`config.mk`:
```
export PLATFORM = sky130hd
export DESIGN_NAME = indexed_array_insert_search
export DESIGN_NICKNAME = d
export VERILOG_FILES = /design/src/hw/rtl/iais_pkg.sv /design/src/hw/rtl/iais_ram.sv /design/src/hw/rtl/iais_datapath.sv /design/src/hw/rtl/iais_ctrl.sv /design/src/hw/rtl/indexed_array_insert_search.sv
export VERILOG_INCLUDE_DIRS = /design/src /design/src/hw/rtl
export SDC_FILE = /design/constraint.sdc
export NUM_CORES = 2
export LEC_CHECK = 0
export ABC_AREA = 1
export BUFFER_PORTS_ARGS = -buffer_cell sky130_fd_sc_hd__buf_4
export CORE_MARGIN = 8
export CORE_UTILIZATION = 43
export DETAILED_ROUTE_END_ITERATION = 10
export SKIP_LAST_GASP = 1
export SLEW_MARGIN = 20
export SYNTH_ARGS = -nofsm -noshare
export SYNTH_HDL_FRONTEND = slang
export SYNTH_SLANG_ARGS = --single-unit
```
`constraint.sdc`:
```
create_clock -name clk_i -period 6.78 [get_ports clk_i]
set_clock_uncertainty 0.15 [all_clocks]
set_input_delay 0.339 -clock clk_i [delete_from_list [all_inputs] [get_ports clk_i]]
set_output_delay 0.339 -clock clk_i [all_outputs]
set_load 0.005 [all_outputs]
```
`src/hw/rtl/indexed_array_insert_search_defines.svh`:
```
// assertion macros shared by the indexed array insert and search block
// no dependencies; included by the top level
`ifndef INDEXED_ARRAY_INSERT_SEARCH_DEFINES_SVH
`define INDEXED_ARRAY_INSERT_SEARCH_DEFINES_SVH

`ifndef SYNTHESIS

// same-cycle implication
`define IAIS_ASSERT_IMPL(lbl, clk, rst_n, pre, post, msg) \
  lbl: assert property (@(posedge clk) disable iff (!rst_n) (pre) |-> (post)) else $error(msg);

// next-cycle implication
`define IAIS_ASSERT_NEXT(lbl, clk, rst_n, pre, post, msg) \
  lbl: assert property (@(posedge clk) disable iff (!rst_n) (pre) |=> (post)) else $error(msg);

`else

`define IAIS_ASSERT_IMPL(lbl, clk, rst_n, pre, post, msg)
`define IAIS_ASSERT_NEXT(lbl, clk, rst_n, pre, post, msg)

`endif

`endif

```
`src/hw/rtl/iais_pkg.sv`:
```
// types and constants of the indexed array insert and search block
// no dependencies; imported by every module of the block but iais_ram
`timescale 1ns / 1ps

package iais_pkg;

  localparam int unsigned KIND_W  = 2;
  localparam int unsigned VALUE_W = 32;
  localparam int unsigned POS_W   = 7;
  localparam int unsigned FOUND_W = 6;
  localparam int unsigned COUNT_W = 7;

  typedef enum logic [KIND_W-1:0] {
    KIND_APPEND = 2'd0,
    KIND_INSERT = 2'd1,
    KIND_READ   = 2'd2,
    KIND_SEARCH = 2'd3
  } kind_e;

  typedef enum logic [1:0] {
    ST_OK       = 2'd0,
    ST_RANGE    = 2'd1,
    ST_FULL     = 2'd2,
    ST_NOTFOUND = 2'd3
  } status_e;

  typedef struct packed {
    kind_e                     kind;
    logic signed [VALUE_W-1:0] value;
    logic [POS_W-1:0]          position;
  } in_t;

  typedef struct packed {
    status_e                   status;
    logic signed [VALUE_W-1:0] read_value;
    logic [FOUND_W-1:0]        found_index;
    logic [COUNT_W-1:0]        count;
  } out_t;

  typedef enum logic [3:0] {
    DP_NONE,
    DP_CAPTURE,
    DP_APPEND,
    DP_INSERT,
    DP_SHIFT_START,
    DP_SHIFT,
    DP_READ_START,
    DP_SEARCH_START,
    DP_SEARCH
  } dp_op_e;

  typedef enum logic [2:0] {
    S_IDLE,
    S_DECODE,
    S_SHIFT,
    S_INS_WRITE,
    S_READ,
    S_SEARCH,
    S_EMIT
  } state_e;

  typedef struct packed {
    dp_op_e  op;
    logic    set_status;
    status_e status;
    logic    take_read;
    logic    take_found;
    logic    emit;
  } cmd_t;

  typedef struct packed {
    kind_e kind;
    logic  full;
    logic  pos_gt_used;
    logic  pos_eq_used;
    logic  used_zero;
    logic  shift_last;
    logic  match;
    logic  search_last;
    logic  out_free;
  } sts_t;

endpackage

```
`src/hw/rtl/iais_ram.sv`:
```
// generic simple dual-port ram, one write and one registered read per cycle
// no dependencies
`timescale 1ns / 1ps

module iais_ram #(
  parameter int unsigned WIDTH = 32,
  parameter int unsigned DEPTH = 64,
  localparam int unsigned AddrW = (DEPTH > 1) ? $clog2(DEPTH) : 1
) (
  input  logic             clk_i,
  input  logic             we_i,
  input  logic [AddrW-1:0] waddr_i,
  input  logic [WIDTH-1:0] wdata_i,
  input  logic [AddrW-1:0] raddr_i,
  output logic [WIDTH-1:0] rdata_o
);

  logic [WIDTH-1:0] mem_q [DEPTH];

  always_ff @(posedge clk_i) begin
    if (we_i) begin
      mem_q[waddr_i] <= wdata_i;
    end
    rdata_o <= mem_q[raddr_i];
  end

endmodule

```
`src/hw/rtl/iais_datapath.sv`:
```
// datapath: request register, entry count, array ram, shift and scan pointers,
// result register; depends on iais_pkg and iais_ram
`timescale 1ns / 1ps

module iais_datapath import iais_pkg::*; #(
  parameter int unsigned DEPTH      = 64,
  parameter int unsigned DATA_WIDTH = 32
) (
  input  logic clk_i,
  input  logic rst_ni,
  input  in_t  in_data_i,
  input  cmd_t cmd_i,
  output sts_t sts_o,
  output logic out_valid_o,
  input  logic out_ready_i,
  output out_t out_data_o
);

  localparam int unsigned IdxW = $clog2(DEPTH);
  localparam int unsigned CntW = $clog2(DEPTH + 1);
  localparam int unsigned CmpW = (CntW > POS_W) ? CntW : POS_W;

  in_t                   req_q;
  logic [CntW-1:0]       used_q;
  logic [IdxW-1:0]       dst_q;
  logic [IdxW-1:0]       cmp_q;
  status_e               res_status_q;
  logic [VALUE_W-1:0]    res_rd_q;
  logic [FOUND_W-1:0]    res_found_q;
  out_t                  out_q;
  logic                  out_valid_q;

  logic [DATA_WIDTH-1:0] val_w;
  logic [CmpW-1:0]       pos_x;
  logic [CmpW-1:0]       used_x;
  logic                  ram_we;
  logic [IdxW-1:0]       ram_waddr;
  logic [DATA_WIDTH-1:0] ram_wdata;
  logic [IdxW-1:0]       ram_raddr;
  logic [DATA_WIDTH-1:0] ram_rdata;

  assign val_w  = DATA_WIDTH'($signed(req_q.value));
  assign pos_x  = CmpW'(req_q.position);
  assign used_x = CmpW'(used_q);

  always_comb begin
    ram_we    = 1'b0;
    ram_waddr = used_q[IdxW-1:0];
    ram_wdata = val_w;
    ram_raddr = '0;
    unique case (cmd_i.op)
      DP_APPEND: begin
        ram_we = 1'b1;
      end
      DP_INSERT: begin
        ram_we    = 1'b1;
        ram_waddr = pos_x[IdxW-1:0];
      end
      DP_SHIFT_START: begin
        ram_raddr = IdxW'(used_q - CntW'(1));
      end
      DP_SHIFT: begin
        ram_we    = 1'b1;
        ram_waddr = dst_q;
        ram_wdata = ram_rdata;
        ram_raddr = dst_q - IdxW'(2);
      end
      DP_READ_START: begin
        ram_raddr = pos_x[IdxW-1:0];
      end
      DP_SEARCH: begin
        ram_raddr = cmp_q + IdxW'(1);
      end
      DP_NONE, DP_CAPTURE, DP_SEARCH_START: begin
        ram_raddr = '0;
      end
      default: begin
        ram_raddr = '0;
      end
    endcase
  end

  iais_ram #(
    .WIDTH(DATA_WIDTH),
    .DEPTH(DEPTH)
  ) u_ram (
    .clk_i  (clk_i),
    .we_i   (ram_we),
    .waddr_i(ram_waddr),
    .wdata_i(ram_wdata),
    .raddr_i(ram_raddr),
    .rdata_o(ram_rdata)
  );

  // control state
  always_ff @(posedge clk_i or negedge rst_ni) begin
    if (!rst_ni) begin
      used_q      <= '0;
      dst_q       <= '0;
      cmp_q       <= '0;
      out_valid_q <= 1'b0;
    end else begin
      if (cmd_i.op == DP_APPEND || cmd_i.op == DP_INSERT) begin
        used_q <= used_q + CntW'(1);
      end
      if (cmd_i.op == DP_SHIFT_START) begin
        dst_q <= used_q[IdxW-1:0];
      end else if (cmd_i.op == DP_SHIFT) begin
        dst_q <= dst_q - IdxW'(1);
      end
      if (cmd_i.op == DP_SEARCH_START) begin
        cmp_q <= '0;
      end else if (cmd_i.op == DP_SEARCH) begin
        cmp_q <= cmp_q + IdxW'(1);
      end
      if (cmd_i.emit) begin
        out_valid_q <= 1'b1;
      end else if (out_ready_i) begin
        out_valid_q <= 1'b0;
      end
    end
  end

  // payload
  always_ff @(posedge clk_i) begin
    if (cmd_i.op == DP_CAPTURE) begin
      req_q        <= in_data_i;
      res_status_q <= ST_OK;
      res_rd_q     <= '0;
      res_found_q  <= '0;
    end else begin
      if (cmd_i.set_status) begin
        res_status_q <= cmd_i.status;
      end
      if (cmd_i.take_read) begin
        res_rd_q <= VALUE_W'($signed(ram_rdata));
      end
      if (cmd_i.take_found) begin
        res_found_q <= FOUND_W'(cmp_q);
      end
    end
    if (cmd_i.emit) begin
      out_q.status      <= res_status_q;
      out_q.read_value  <= res_rd_q;
      out_q.found_index <= res_found_q;
      out_q.count       <= COUNT_W'(used_q);
    end
  end

  always_comb begin
    sts_o.kind        = req_q.kind;
    sts_o.full        = (used_q == CntW'(DEPTH));
    sts_o.pos_gt_used = (pos_x > used_x);
    sts_o.pos_eq_used = (pos_x == used_x);
    sts_o.used_zero   = (used_q == '0);
    sts_o.shift_last  = (CmpW'(dst_q) == pos_x + CmpW'(1));
    sts_o.match       = (ram_rdata == val_w);
    sts_o.search_last = (CntW'(cmp_q) == used_q - CntW'(1));
    sts_o.out_free    = !out_valid_q || out_ready_i;
  end

  assign out_valid_o = out_valid_q;
  assign out_data_o  = out_q;

endmodule

```
`src/hw/rtl/iais_ctrl.sv`:
```
// controller: state machine that sequences each request over the datapath
// depends on iais_pkg
`timescale 1ns / 1ps

module iais_ctrl import iais_pkg::*; (
  input  logic clk_i,
  input  logic rst_ni,
  input  logic in_valid_i,
  output logic in_ready_o,
  input  sts_t sts_i,
  output cmd_t cmd_o
);

  state_e state_q;
  state_e state_d;

  always_ff @(posedge clk_i or negedge rst_ni) begin
    if (!rst_ni) begin
      state_q <= S_IDLE;
    end else begin
      state_q <= state_d;
    end
  end

  always_comb begin
    state_d          = state_q;
    in_ready_o       = 1'b0;
    cmd_o.op         = DP_NONE;
    cmd_o.set_status = 1'b0;
    cmd_o.status     = ST_OK;
    cmd_o.take_read  = 1'b0;
    cmd_o.take_found = 1'b0;
    cmd_o.emit       = 1'b0;
    unique case (state_q)
      S_IDLE: begin
        in_ready_o = 1'b1;
        if (in_valid_i) begin
          cmd_o.op = DP_CAPTURE;
          state_d  = S_DECODE;
        end
      end
      S_DECODE: begin
        state_d = S_EMIT;
        unique case (sts_i.kind)
          KIND_APPEND: begin
            if (sts_i.full) begin
              cmd_o.set_status = 1'b1;
              cmd_o.status     = ST_FULL;
            end else begin
              cmd_o.op = DP_APPEND;
            end
          end
          KIND_INSERT: begin
            priority if (sts_i.full) begin
              cmd_o.set_status = 1'b1;
              cmd_o.status     = ST_FULL;
            end else if (sts_i.pos_gt_used) begin
              cmd_o.set_status = 1'b1;
              cmd_o.status     = ST_RANGE;
            end else if (sts_i.pos_eq_used) begin
              cmd_o.op = DP_INSERT;
            end else begin
              cmd_o.op = DP_SHIFT_START;
              state_d  = S_SHIFT;
            end
          end
          KIND_READ: begin
            if (sts_i.pos_gt_used || sts_i.pos_eq_used) begin
              cmd_o.set_status = 1'b1;
              cmd_o.status     = ST_RANGE;
            end else begin
              cmd_o.op = DP_READ_START;
              state_d  = S_READ;
            end
          end
          KIND_SEARCH: begin
            if (sts_i.used_zero) begin
              cmd_o.set_status = 1'b1;
              cmd_o.status     = ST_NOTFOUND;
            end else begin
              cmd_o.op = DP_SEARCH_START;
              state_d  = S_SEARCH;
            end
          end
          default: begin
            state_d = S_EMIT;
          end
        endcase
      end
      S_SHIFT: begin
        cmd_o.op = DP_SHIFT;
        if (sts_i.shift_last) begin
          state_d = S_INS_WRITE;
        end
      end
      S_INS_WRITE: begin
        cmd_o.op = DP_INSERT;
        state_d  = S_EMIT;
      end
      S_READ: begin
        cmd_o.take_read = 1'b1;
        state_d         = S_EMIT;
      end
      S_SEARCH: begin
        priority if (sts_i.match) begin
          cmd_o.take_found = 1'b1;
          state_d          = S_EMIT;
        end else if (sts_i.search_last) begin
          cmd_o.set_status = 1'b1;
          cmd_o.status     = ST_NOTFOUND;
          state_d          = S_EMIT;
        end else begin
          cmd_o.op = DP_SEARCH;
        end
      end
      S_EMIT: begin
        if (sts_i.out_free) begin
          cmd_o.emit = 1'b1;
          state_d    = S_IDLE;
        end
      end
      default: begin
        state_d = S_IDLE;
      end
    endcase
  end

endmodule

```
`src/hw/rtl/indexed_array_insert_search.sv`:
```
// Indexed array with append, insert, read and linear search. One request is
// handled at a time; the next is taken once the current result sits in the
// output register, even if that result has not yet been taken. Append, an
// insert at the end of the array, any full or index error, and a search of an
// empty array are settled when the request is decoded; a read waits on the
// ram's registered read port; an insert at index p below the n entries stored
// moves the entries from p up by one, one entry moved per cycle through the
// array ram's single write port; a search scans from index 0 to a match or the
// last entry, one entry compared per cycle off the ram's registered read port.
// The array ram holds no reset; only entries below the count are ever used.
// Depends on iais_pkg, iais_ctrl, iais_datapath and the defines header.
`timescale 1ns / 1ps
`include "indexed_array_insert_search_defines.svh"

module indexed_array_insert_search import iais_pkg::*; #(
  parameter int unsigned DEPTH      = 64,
  parameter int unsigned DATA_WIDTH = 32
) (
  input  logic clk_i,
  input  logic rst_ni,
  input  logic in_valid_i,
  output logic in_ready_o,
  input  in_t  in_data_i,
  output logic out_valid_o,
  input  logic out_ready_i,
  output out_t out_data_o
);

  cmd_t cmd;
  sts_t sts;

  iais_ctrl u_ctrl (
    .clk_i     (clk_i),
    .rst_ni    (rst_ni),
    .in_valid_i(in_valid_i),
    .in_ready_o(in_ready_o),
    .sts_i     (sts),
    .cmd_o     (cmd)
  );

  iais_datapath #(
    .DEPTH     (DEPTH),
    .DATA_WIDTH(DATA_WIDTH)
  ) u_datapath (
    .clk_i      (clk_i),
    .rst_ni     (rst_ni),
    .in_data_i  (in_data_i),
    .cmd_i      (cmd),
    .sts_o      (sts),
    .out_valid_o(out_valid_o),
    .out_ready_i(out_ready_i),
    .out_data_o (out_data_o)
  );

  // one request at a time
  `IAIS_ASSERT_NEXT(a_one_at_a_time, clk_i, rst_ni, in_valid_i && in_ready_o, !in_ready_o, "request accepted while busy")

  // a waiting result is never overwritten
  `IAIS_ASSERT_IMPL(a_no_overwrite, clk_i, rst_ni, cmd.emit, sts.out_free, "result overwritten")

  // full status only with a full array
  `IAIS_ASSERT_IMPL(a_full_count, clk_i, rst_ni, out_valid_o && out_data_o.status == ST_FULL, out_data_o.count == COUNT_W'(DEPTH), "full status with room left")

  // failed requests carry zero data
  `IAIS_ASSERT_IMPL(a_err_zero, clk_i, rst_ni, out_valid_o && out_data_o.status != ST_OK, out_data_o.read_value == '0 && out_data_o.found_index == '0, "error result carries data")

endmodule

```
==> metrics.log <==
INFO  metric synth.ff_latch_count = roughly 2200
INFO  metric die_w = between 400 and 500 um
INFO  metric placedCellCount = 11955
INFO  metric timing.final.hold_violations = 0
INFO  metric finalCriticalPeriod = 5620 ps
INFO  metric yosysWarnings = 0
INFO  metric worst-slew-pin-transition = 1160 ps
INFO  metric synth_top_area_cell = sky130_fd_sc_hd__edfxtp_1
INFO  metric cap_viol_max_count = 0
INFO  metric fin_setup_tns = 0 ps
INFO  metric sequentialPowerShare = 0.454
INFO  metric multiInputGateArea = roughly 23000 sq um
INFO  metric buffer_ports.inserted = slightly above 90
INFO  metric layout.cells.non_filler = about 12000
INFO  metric synthTopCellsByCount = sky130_fd_sc_hd__nand2_1 (2800), sky130_fd_sc_hd__edfxtp_1 (2136), sky130_fd_sc_hd__nand3_1 (1735)
INFO  metric synth_edf_count = 2136
INFO  metric muxShareOfSynthArea = 0.000104
INFO  metric layout-drive-gt1-share = 0.0781
INFO  metric detailedPlacementHpwl = roughly 150000 um
INFO  metric slew-limit-headroom = 0.226
INFO  metric cts.clk_slew.worst_paths = around 70 ps
INFO  metric arrival = 6100 ps
INFO  metric clk_latency = ~850 ps
INFO  metric track_usage = 0.223
INFO  metric route.detailed.drc = 0
INFO  metric ctsRootBufferMaster = sky130_fd_sc_hd__clkbuf_16
INFO  metric min_period_over_period = 0.829
INFO  metric grt.busiest_layer = met2
INFO  metric fmax = between 150 and 200 MHz
INFO  metric floorplan.die.height = approximately 490 um
INFO  metric vias_in_the_first_global_route = 61790
INFO  metric post-cts-setup-buffer-count = 0
INFO  metric pwr-share-clk = 0.354
INFO  metric floorplan.die_area = between 200000 and 250000 sq um
INFO  metric sequential_cell_area = between 60000 and 70000 sq um
INFO  metric area_delta_synth_final = 12.7%
INFO  metric final_cell_utilization_of_the_core = 0.487
INFO  metric ys_dominant_reg_cell = sky130_fd_sc_hd__edfxtp_1
INFO  metric synth.most_common_cell = sky130_fd_sc_hd__nand2_1
INFO  metric postSynthAreaPerCell = about 10 sq um
INFO  metric wire_length_of_the_first_global_routing_pass = a little over 400000 um
INFO  metric overflow = 0
INFO  metric final_count_of_negative_setup_slack_endpoints = 0
INFO  metric dr_total_vias = approximately 65000
INFO  metric numCtsBuffers = around 220
INFO  metric global_route.usage.met2 = 0.351
INFO  metric start_kind = flop
INFO  metric post_synth_and_or_nand_nor_area_fraction = 0.210
INFO  metric first_iter_violations = between 7000 and 8000
INFO  metric critical_path_class = flop to flop
INFO  metric detailedRoute.firstPassIterationCount = 5
INFO  metric power.density = approximately 310 nW/um^2
INFO  metric vias_per_cell = about 5.3
INFO  metric synthDominantCellAreaShare = 0.668
INFO  metric grt_use_met3 = 0.0395
INFO  metric ir_drop_worst_case_vdd = roughly 0.00033 V
INFO  metric io_pins = 94
INFO  metric synth_cell_type_count = between 40 and 50
INFO  metric grtUsageMet1 = 0.320
INFO  metric holdWs = around 76 ps
INFO  metric final_net_count = ~9300
INFO  metric h_tree_levels = 4
INFO  metric std_cell_rows = ~170
INFO  metric synth_area = between 90000 and 100000 sq um
INFO  metric grt_start_max_net_pins = between 150 and 200
INFO  metric synth_compound_gate_area_share = 0.0120
INFO  metric grt_setup_unrepaired = false
INFO  metric drt.antenna.violating_nets = 0
INFO  metric synth-async-reset-ratio = 0.0103
INFO  metric final-max-slew-violation-count = 0
INFO  metric power.leakage = roughly 0.044 uW
INFO  metric post_synth_inst_count = between 9000 and 10000
INFO  metric floorplan.initialDensity = 0.433
INFO  metric gp_congestion = just under 1
INFO  metric finalWirelength = ~270000 um
INFO  metric core-area = between 200000 and 250000 sq um
INFO  metric synth_top_family_by_area = simple AND/OR/NAND/NOR gates
INFO  metric status = finished clean
INFO  metric power.share.combinational = 0.193
INFO  metric capturing_element_type_of_the_critical_path = flop
INFO  metric total_net_switching_power = about 10000 uW
INFO  metric timing.critical_path.required = about 7300 ps
INFO  metric post_synth_main_area_contributors = sky130_fd_sc_hd__edfxtp_1 (67%), sky130_fd_sc_hd__nand2_1 (11%), sky130_fd_sc_hd__nand3_1 (9.0%)
INFO  metric synth_fa_ha_area_frac = 0.00182
INFO  metric netSwitchingFraction = 0.300
INFO  metric number_of_antenna_violations_at_the_first_check_in_global_routing = 13
INFO  metric internal_power = about 24000 uW
INFO  metric synth.yosys.seq_area_share = 0.689
INFO  metric fillers = 19865
INFO  metric cts_tree = yes
INFO  metric clock_sinks = 2231
INFO  metric post_drt_wl_per_cell = ~22 um
INFO  metric ctsLongestPathBuffers = 3
INFO  metric timing.critical_path.fanout_max = 54
INFO  metric timing.hold.worst.class = primary input to flop
INFO  metric synth_xor_area_frac = 0.00363
INFO  metric synth_nets = roughly 9200
critical path: stages (launching register included):
cell                      delay [ps]
sky130_fd_sc_hd__dfrtp_1         600
sky130_fd_sc_hd__inv_2           130
sky130_fd_sc_hd__ha_1            340
sky130_fd_sc_hd__nand2_1          80
sky130_fd_sc_hd__nand2_1          50
sky130_fd_sc_hd__a21oi_1         240
sky130_fd_sc_hd__nand4_1         210
sky130_fd_sc_hd__nand3_2         170
sky130_fd_sc_hd__nand2_2         100
sky130_fd_sc_hd__nor2_4          150
sky130_fd_sc_hd__nand3_2         100
sky130_fd_sc_hd__nand2_4         450
sky130_fd_sc_hd__inv_2           140
sky130_fd_sc_hd__nand2_8         510
sky130_fd_sc_hd__buf_12          300
sky130_fd_sc_hd__buf_12          190
sky130_fd_sc_hd__nand2_1          60
sky130_fd_sc_hd__nand3_1          70
sky130_fd_sc_hd__nand3_1         110
sky130_fd_sc_hd__nand3_1         180
sky130_fd_sc_hd__nand3_1         190
sky130_fd_sc_hd__nand3_1         390
sky130_fd_sc_hd__nand2_1         330
worst paths after layout:
check	startpoint	endpoint	cells past startpoint	slack, ps
max	u_datapath.used_q[4]	u_datapath.u_ram.rdata_o[6]	22	1160
min	in_data_i[40]	u_datapath.sts_o[9]	2	80
max reg2reg	u_datapath.used_q[4]	u_datapath.u_ram.rdata_o[6]	22	1160
min reg2reg	u_datapath.res_rd_q[20]	u_datapath.out_data_o[33]	0	280
max in group asynchronous	rst_ni	u_datapath.out_valid_o	4	5930
min in group asynchronous	rst_ni	u_datapath.used_q[3]	4	380
sequential cells by signal (all words and copies together) (netlist names), 7 cells and up:
register,flops
u_datapath.out_data_o,47
u_datapath.used_q,7
u_datapath.u_ram.rdata_o,32
u_datapath.res_rd_q,32
u_datapath.pos_x,7
u_datapath.u_ram.mem_q,2048
u_datapath.val_w,32
timing repair:
action / in CTS / in global routing
hold buffers: 46 / 0
endpoints found under the hold margin: 90 / 0
resized for setup: 0 / 0
logic make-up after synthesis:
kind of cell / Yosys count
xor gates and xnor gates: 39
DFF: 2231
and+or+nand+nor: 4722
buffers and inverters: 1980
adders and majority gates: 14
AOI/OAI and AO/OA: 186
muxes: 1
area by class of cell:
| type | instances | area share |
|---|---|---|
| Clock inverter | 113 | 0.00939 |
| Antenna cell | 3 | 0.0000694 |
| Sequential cell | 2231 | 0.611 |
| Clock buffer | 299 | 0.0552 |
| Tap cell | 2975 | 0.0344 |
| Timing Repair Buffer | 320 | 0.0280 |
| Inverter | 1514 | 0.0526 |
| Multi-Input combinational cell | 4962 | 0.209 |
per-layer routing:
metal / vias to the layer above / wire length, um
met5: - / 26
met4: 4 / 7290
met3: 449 / 25400
met2: 2908 / 124000
met1: 31657 / 116000
li1: 30231 / -
power groups by stage:
stage / Combinational (uW) / Sequential [uW] / Clock, uW
after floorplan: 4390 / 15500 / 0
after global placement: 6310 / 15600 / 0
after detailed placement: 6390 / 15600 / 0
after CTS: 6440 / 15300 / 12100
after global routing: 7160 / 15400 / 12600
final: 6510 / 15300 / 12000
through the flow:
stage | power [uW] | cell area (sq um) | worst slack (ps)
2_1_floorplan | 19900 | 96100 | 1430
3_3_place_gp | 21900 | 101000 | 1470
3_5_place_dp | 22000 | 101000 | 1410
4_1_cts | 33900 | 108000 | 1360
5_1_grt | 35100 | 108000 | 907
6_report | 33800 | 108000 | 1160
placed cells by master (no fill, tap or decap), drive strengths merged, types with 58 or more instances in the layout:
cell and n:
edfxtp 2136, clkbuf 299, inv 1522, clkinv 85
buf 275, nor2 131, o21ai 58, dfxtp 72
nand2 2809, nand3 1742
No activity file was read; power rests on OpenSTA's default activity.
